--- src/rgb565_bilinear_downscaler_defines.svh ---
// Assertion macros for the RGB565 bilinear downscaler.
`ifndef RGB565_BILINEAR_DOWNSCALER_DEFINES_SVH
`define RGB565_BILINEAR_DOWNSCALER_DEFINES_SVH

`ifndef SYNTH

// Property must hold at every clock edge outside reset.
`define RBD_ASSERT(label, prop, msg) \
    label: assert property (@(posedge clk) disable iff (!rst_n) (prop)) else $error(msg);

// Condition must never be true outside reset.
`define RBD_ASSERT_NEVER(label, cond, msg) \
    label: assert property (@(posedge clk) disable iff (!rst_n) !(cond)) else $error(msg);

`else

`define RBD_ASSERT(label, prop, msg)

`define RBD_ASSERT_NEVER(label, cond, msg)

`endif

`endif

--- src/rbd_pkg.sv ---
// Shared types and constants of the RGB565 bilinear downscaler.
`timescale 1ns / 1ps
`default_nettype none

package rbd_pkg;

    // Item kind carried on the input tuser bit
    typedef enum logic {
        MODE_WRITE   = 1'b0,
        MODE_REQUEST = 1'b1
    } mode_t;

    // Input tdata layout, row in the low byte
    typedef struct packed {
        logic [15:0] pixel;
        logic [7:0]  col;
        logic [7:0]  row;
    } in_data_t;

    // Per-item control carried along the coordinate pipeline
    typedef struct packed {
        logic        req;     // output pixel request
        logic        hit;     // request inside the scaled area
        logic        wr_ok;   // source write inside the image
        logic [7:0]  row;
        logic [7:0]  col;
        logic [15:0] pixel;
    } tag_t;

    // Scale register
    localparam int SCALE_W     = 7;
    localparam int SCALE_CODES = 2 ** SCALE_W;
    localparam int SCALE_MIN   = 1;
    localparam int SCALE_MAX   = 100;

    // RGB565 channel layout
    localparam logic [15:0] RED_MASK = 16'hF800;
    localparam logic [15:0] GRN_MASK = 16'h07E0;
    localparam logic [15:0] BLU_MASK = 16'h001F;
    localparam int RED_LSB = 11;
    localparam int GRN_LSB = 5;
    localparam int RB_W    = 5;
    localparam int G_W     = 6;
    localparam int RB_MAX  = 31;
    localparam int G_MAX   = 63;

    function automatic logic [G_W-1:0] red_of(input logic [15:0] pix);
        red_of = G_W'((pix & RED_MASK) >> RED_LSB);
    endfunction

    function automatic logic [G_W-1:0] grn_of(input logic [15:0] pix);
        grn_of = G_W'((pix & GRN_MASK) >> GRN_LSB);
    endfunction

    function automatic logic [G_W-1:0] blu_of(input logic [15:0] pix);
        blu_of = G_W'(pix & BLU_MASK);
    endfunction

endpackage

`default_nettype wire

--- src/rbd_coord_div.sv ---
// Pipelined restoring divider giving fixed-point source row and column.
`timescale 1ns / 1ps
`default_nettype none

module rbd_coord_div #(
    parameter int ROWS      = 256,
    parameter int COLS      = 256,
    parameter int FRAC_BITS = 8,
    localparam int RW  = $clog2(ROWS),
    localparam int CW  = $clog2(COLS),
    localparam int NST = ((RW > CW) ? RW : CW) + FRAC_BITS
) (
    input  wire logic                        clk,
    input  wire logic                        rst_n,
    input  wire logic                        adv,
    input  wire logic                        in_valid,
    input  wire rbd_pkg::tag_t               in_tag,
    input  wire logic [RW-1:0]               in_j,
    input  wire logic [CW-1:0]               in_k,
    input  wire logic [rbd_pkg::SCALE_W-1:0] scale,
    output logic                             out_valid,
    output rbd_pkg::tag_t                    out_tag,
    output logic [NST-1:0]                   out_p,
    output logic [NST-1:0]                   out_q
);

    localparam int SW  = rbd_pkg::SCALE_W;
    localparam int MRW = RW + SW;
    localparam int MCW = CW + SW;
    localparam int NRW = MRW + FRAC_BITS;
    localparam int NCW = MCW + FRAC_BITS;

    logic [NST-1:0]   vld_reg;
    rbd_pkg::tag_t    tag_reg   [NST];
    logic [SW-1:0]    rem_p_reg [NST];
    logic [NST-1:0]   quo_p_reg [NST];
    logic [SW-1:0]    rem_q_reg [NST];
    logic [NST-1:0]   quo_q_reg [NST];
    logic [SW-1:0]    rem_p_next [NST];
    logic [NST-1:0]   quo_p_next [NST];
    logic [SW-1:0]    rem_q_next [NST];
    logic [NST-1:0]   quo_q_next [NST];

    logic [MRW-1:0]   prod_j;
    logic [MCW-1:0]   prod_k;
    logic [NRW-1:0]   num_p;
    logic [NCW-1:0]   num_q;

    // One quotient bit: shift in the next dividend bit, subtract if it fits
    function automatic logic [SW+NST-1:0] div_step(
        input logic [SW-1:0]  rem,
        input logic [NST-1:0] low,
        input logic [SW-1:0]  s
    );
        logic [SW:0] t;
        logic        ge;
        t  = {rem, low[NST-1]};
        ge = (t >= {1'b0, s});
        div_step = {(ge ? SW'(t - {1'b0, s}) : t[SW-1:0]), low[NST-2:0], ge};
    endfunction

    // Dividend = coordinate * 100 * 2^FRAC_BITS; the quotient fits NST bits
    assign prod_j = MRW'(in_j) * MRW'(rbd_pkg::SCALE_MAX);
    assign prod_k = MCW'(in_k) * MCW'(rbd_pkg::SCALE_MAX);
    assign num_p  = {prod_j, FRAC_BITS'(0)};
    assign num_q  = {prod_k, FRAC_BITS'(0)};

    // Next value of every stage
    always_comb
    begin : stage_logic
        logic [SW-1:0]  rin_p;
        logic [NST-1:0] lin_p;
        logic [SW-1:0]  rin_q;
        logic [NST-1:0] lin_q;
        for (int i = 0; i < NST; i++)
        begin
            if (i == 0)
            begin
                rin_p = SW'(num_p >> NST);
                lin_p = NST'(num_p);
                rin_q = SW'(num_q >> NST);
                lin_q = NST'(num_q);
            end
            else
            begin
                rin_p = rem_p_reg[i-1];
                lin_p = quo_p_reg[i-1];
                rin_q = rem_q_reg[i-1];
                lin_q = quo_q_reg[i-1];
            end
            {rem_p_next[i], quo_p_next[i]} = div_step(rin_p, lin_p, scale);
            {rem_q_next[i], quo_q_next[i]} = div_step(rin_q, lin_q, scale);
        end
    end

    // Stage valid bits
    always_ff @(posedge clk or negedge rst_n)
    begin
        if (!rst_n)
        begin
            vld_reg <= '0;
        end
        else if (adv)
        begin
            vld_reg <= {vld_reg[NST-2:0], in_valid};
        end
    end

    // Stage payload
    always_ff @(posedge clk)
    begin
        if (adv)
        begin
            for (int i = 0; i < NST; i++)
            begin
                tag_reg[i]   <= (i == 0) ? in_tag : tag_reg[(i == 0) ? 0 : i - 1];
                rem_p_reg[i] <= rem_p_next[i];
                quo_p_reg[i] <= quo_p_next[i];
                rem_q_reg[i] <= rem_q_next[i];
                quo_q_reg[i] <= quo_q_next[i];
            end
        end
    end

    assign out_valid = vld_reg[NST-1];
    assign out_tag   = tag_reg[NST-1];
    assign out_p     = quo_p_reg[NST-1];
    assign out_q     = quo_q_reg[NST-1];

endmodule

`default_nettype wire

--- config.mk ---
export PLATFORM = sky130hd
export DESIGN_NAME = rbd_coord_div
export DESIGN_NICKNAME = d
export VERILOG_FILES = /design/src/rgb565_bilinear_downscaler_defines.svh /design/src/rbd_pkg.sv /design/src/rbd_coord_div.sv
export SDC_FILE = /design/constraint.sdc
export NUM_CORES = 1
export LEC_CHECK = 0
export BUFFER_PORTS_ARGS = -buffer_cell sky130_fd_sc_hd__clkbuf_2
export CELL_PAD_IN_SITES_DETAIL_PLACEMENT = 1
export CELL_PAD_IN_SITES_GLOBAL_PLACEMENT = 2
export CORE_MARGIN = 8
export CORE_UTILIZATION = 35
export CTS_CLUSTER_DIAMETER = 200
export DETAILED_ROUTE_END_ITERATION = 7
export PLACE_DENSITY_LB_ADDON = 0.3
export SETUP_SLACK_MARGIN = 0.2
export SYNTH_ARGS = -nofsm -noshare
export SYNTH_HDL_FRONTEND = slang
export SYNTH_SLANG_ARGS = --single-unit
--- constraint.sdc ---
create_clock -name clk -period 6.2 [get_ports clk]
set_clock_uncertainty 0.15 [all_clocks]
set_input_delay 0.93 -clock clk [delete_from_list [all_inputs] [get_ports clk]]
set_output_delay 0.93 -clock clk [all_outputs]
set_load 0.1 [all_outputs]
# Word level (Yosys, flattened, before mapping)

Memories as Yosys holds them, arrays and structs flattened.
Index checks and enable logic that the tools add are counted.

Memories: 5
Memory bits (writable): 1296
Flip-flop bits (word level): 16
Output and inout port bits: 68
Input bits: 62

Memories:

| name      | words | width | read ports | clocked after memory_dff | wr ports | line                | RTL |
|---|---|---|---|---|---|---|---|
| tag_reg   | 16    | 35    | 16         | 0                        | 16       | rbd_coord_div.sv:34 | `rbd_pkg::tag_t tag_reg [NST];` |
| quo_p_reg | 16    | 16    | 16         | 0                        | 16       | rbd_coord_div.sv:36 | `logic [NST-1:0] quo_p_reg [NST];` |
| quo_q_reg | 16    | 16    | 16         | 0                        | 16       | rbd_coord_div.sv:38 | `logic [NST-1:0] quo_q_reg [NST];` |
| rem_p_reg | 16    | 7     | 15         | 0                        | 16       | rbd_coord_div.sv:35 | `logic [SW-1:0] rem_p_reg [NST];` |
| rem_q_reg | 16    | 7     | 15         | 0                        | 16       | rbd_coord_div.sv:37 | `logic [SW-1:0] rem_q_reg [NST];` |

Multiply operators: 2
Mux-type cells: 34
Magnitude comparators: 32
Add/subtract/negate cells: 32

Operators with widths:

| operator               | number |
|---|---|
| $ge A8 B7 Y1           | 32 |
| $mux W7                | 32 |
| $sub A7 B7 Y7          | 32 |
| $mul A8 B5 Y13 const B | 2 |
| $mux W1                | 2 |

# Logic depth before layout (Yosys ltp)

Word-level depth: 3
Gate-level depth with buffers: 18
Depth with buffers taken out: 17

# Worst setup path after synthesis

Ideal clock, no wire load.

Kind: input-to-reg
Start point: input in_k[1]
End point: memory rem_q_reg[0][1] (netlist name) (data pin)
Data arrival time: 4.386 ns
Path slack: 1.404 ns
Data required time: 5.790 ns
Buffers on the path: 1
Setup time: 0.260 ns
Cell stages on the path: 17
Path through: ha_1 ha_1 ha_1 inv_1 fa_1 nand2b_1 a21oi_1 a31oi_1 xnor2_1 ha_1 nand3_1 o22ai_1 nor2_1 o21ai_0 a211o_1 buf_6 mux2_4

RTL lines:

| item            | line                | RTL |
|---|---|---|
| start, declared | rbd_coord_div.sv:19 | `input wire logic [CW-1:0] in_k,` |
| end, declared   | rbd_coord_div.sv:37 |  |

==> flow_summary_export.csv <==
group,metric,value,unit
run_status,status,"finished, final reports clean",
layout,final_cells,4843,
timing,final.setup.tns,0,ps
cts,post_cts_buffers,0,
timing,worst-slew-pin-transition,1020,ps
cts,cts_root_buffer,"clkbuf_16",
die,ios,130,
die,core,127000,um2
synth,synth_cells,2815,
setup_path,r2r_start,"rem_q_reg[1][36]",
synth,ys.warnings.count,0,
pwr,swShare,30.9,%
pwr,sequentialPowerShare,45.2,%
drt,viasPerCell,4.84,
timing,maxSlewViolCount,0,
pwr,p_comb_share,26.5,%
cts,tritoncts,"built",
synth,syn-num-nets,3192,
min_path,hold_class,"input port to flip-flop",
drt,num_vias,23400,
pwr,power.density,444,nW/um2
cts,htreeDepth,3,
timing,fmax,0.215,GHz
min_path,hold_path_depth,1,
setup_path,cp_max_fo,8,
min_path,holdPathEnd,"tag_reg[0][9]",
synth,yosysTopAreaCellShare,71.7,%
timing,whs,223,ps
timing,final-setup-viol-count,0,
synth,syn_area,44900,um2
layout,seqCellArea,32600,um2
drt,wl,85.8,mm
timing,period_needed,4650,ps
cts,cts_sinks,1088,
synth,synth-seq-cells,1088,
global_routing,grt_pass1_wl,137,mm
pwr,ir_drop,253,uV
timing,post-route-period-util,75.0,%
drt,dr.pass1.iters,5,
global_routing,grt_pass1_vias,25600,
die,die_width,374,um
synth,syn_area_per_cell,15.9,um2
die,dieArea,140000,um2
pwr,p_leak,0.0189,uW
setup_path,worst_setup_path_end_kind,"flip-flop",
placed_design,dp.cells,4631,
pwr,p_int,15800,uW
global_routing,antenna_found_initial,1,
cts,cts_buffers,115,
min_path,min_from,"in_tag[9]",
synth,synth.distinct_cells,48,
cts,clk_pin_slew,60,ps
die,fp.dieH,374,um
placed_design,dp_hpwl,55.9,mm
global_routing,grt_use_total,12.1,%
setup_path,rrSetupSlack,3340,ps
setup_path,r2r_end,"rem_q_reg[1][45]",
cts,insertion_delay,730,ps
pwr,p_switching,7060,uW
setup_path,reg2reg_depth,7,
layout,multi_input_area,11400,um2
synth,synth_top_cell_by_area,"edfxtp_1",
drt,ant_nets,0,
pwr,power.total,22900,uW
layout,largest_reg_flops,560,
layout,area_growth,14.8,%
drt,wl_per_cell,17.7,um
global_routing,grt_start_max_net_pins,170,
drt,remaining_drc_errors,0,
setup_path,cp.required,6490,ps
synth,synth_seq_area_share,72.6,%
drt,dr.first_iter.drc_count,1125,
layout,fin_util,40.5,%
cts,ctsHoldBuffers,1,
pwr,pwr-share-clk,28.3,%
placed_design,gp_congestion,0.789,
timing,grt_setup_unrepaired,"false",
setup_path,crit_type,"input port to flip-flop",
layout,fill_cells,12700,
synth,ys_async_sr_fraction,1.47,%
synth,synth_enable_flop_cells,1072,
cts,clock_path_buffers,3,
die,num_rows,131,
placed_design,io_buffers,129,
setup_path,startpoint_type,"input port",
layout,finalNetCount,3464,
run,drv_cap,0,
global_routing,grt_overflow,0,
timing,finalHoldViolCount,0,
die,initial_core_util,35.2,%
cts,cts_resized,0,
setup_path,critPathArrivalTime,4940,ps
timing,slew_headroom,32.2,%
synth,ys.flop_type,"edfxtp_1",
layout,layout-drive-gt1-share,12.6,%
synth,synth.area.top_cells,"edfxtp_1 72%, ha_1 7.8%, o21ai_0 2.4%",
[critical path, cell delays in order]
cell and delay (ps):
clkbuf_2 100, ha_1 290, ha_1 300, ha_1 310
inv_1 70, fa_1 440, nand2b_1 160, a21oi_1 290
a31oi_1 150, xnor2_1 230, ha_1 310, nand3_1 120
o22ai_1 90, nor2_1 170, o21ai_0 130, a211o_1 480
mux2_4 350
[per-layer routing]
| metal | GRT usage (%) | share of wire, % | vias to the layer above |
|---|---|---|---|
| li1 | - | - | 11300 |
| met1 | 14.8 | 44 | 11700 |
| met2 | 20.9 | 49 | 323 |
| met3 | 2.59 | 3.9 | 159 |
| met4 | 4.39 | 2.7 | 2 |
| met5 | 0 | 0.015 | - |
[cells in the mapped netlist (all sizes together), types with 3 or more instances]
library cell / number
edfxtp: 1072
ha: 279
inv: 216
o21ai: 214
nor2: 197
nand3: 134
a21boi: 85
o31ai: 84
nand2: 79
mux2: 55
nor2b: 52
fa: 36
xor2: 33
a211oi: 31
o21a: 31
nor3: 29
nand4: 28
nor3b: 28
o31a: 28
a21oi: 18
xnor2: 18
dfrtp: 16
a21o: 7
and2b: 7
o21bai: 7
nand2b: 5
clkbuf: 4
mux2i: 3
[worst max path at each step]
stage,startpoint,to,slack [ps],depth (start not counted)
3_3_place_gp,in_k[1],rem_q_reg[0][5],860,17
2_1_floorplan,in_k[1],rem_q_reg[0][1],1400,17
4_1_cts,in_k[1],rem_q_reg[0][6],1580,17
3_5_place_dp,in_k[1],rem_q_reg[0][4],820,17
6_report,in_k[1],rem_q_reg[0][5],1550,17
5_1_grt,in_k[2],rem_q_reg[0][6],1320,16
[power groups by stage]
stage          clock, uW  sequential (uW)  combinational [uW]
6_report            6470            10300                6060
3_5_place_dp           0            10500                6080
4_1_cts             6750            10300                6130
3_3_place_gp           0            10400                5810
5_1_grt             6990            10500                6840
2_1_floorplan          0            10500                4230
[per-stage QoR]
step	worst slack, ps	cell area [um2]
2_1_floorplan	1400	44900
3_5_place_dp	824	47900
4_1_cts	1580	51500
5_1_grt	1320	51500
3_3_place_gp	857	47900
6_report	1550	51500
[cell type report]
type / count / area share (%)
Antenna cell: 1 / 0.00486
Inverter: 216 / 1.57
Clock buffer: 145 / 5.85
Sequential cell: 1088 / 63.3
Timing Repair Buffer: 161 / 1.94
Clock inverter: 65 / 1.14
Tap cell: 1662 / 4.04
Multi-Input combinational cell: 1505 / 22.2
[layout by cell type (no fill, tap or decap), types with 29 or more instances in the layout]
master / n
nor3_1: 29
a211oi_1: 31
clkbuf_16: 116
clkbuf_2: 127
nor2b_1: 52
o31ai_1: 84
inv_1: 209
o21a_1: 31
nand2_1: 79
o21ai_0: 214
ha_1: 279
mux2_2: 49
xor2_1: 33
clkbuf_1: 29
fa_1: 36
clkinv_1: 34
edfxtp_1: 1072
nor2_1: 169
nand3_1: 134
a21boi_0: 85
[cell families after synthesis]
logic type      count (synthesis)  synth area share (%)
fa+ha+maj                     315                  9.39
buf+inv                       222                  1.88
xor+xnor                       51                 0.995
mux                            58                  1.50
simple gates                  563                  6.13
flops                        1088                  72.6
compound gates                518                  7.48
No activity file was read; power rests on OpenSTA's default activity.
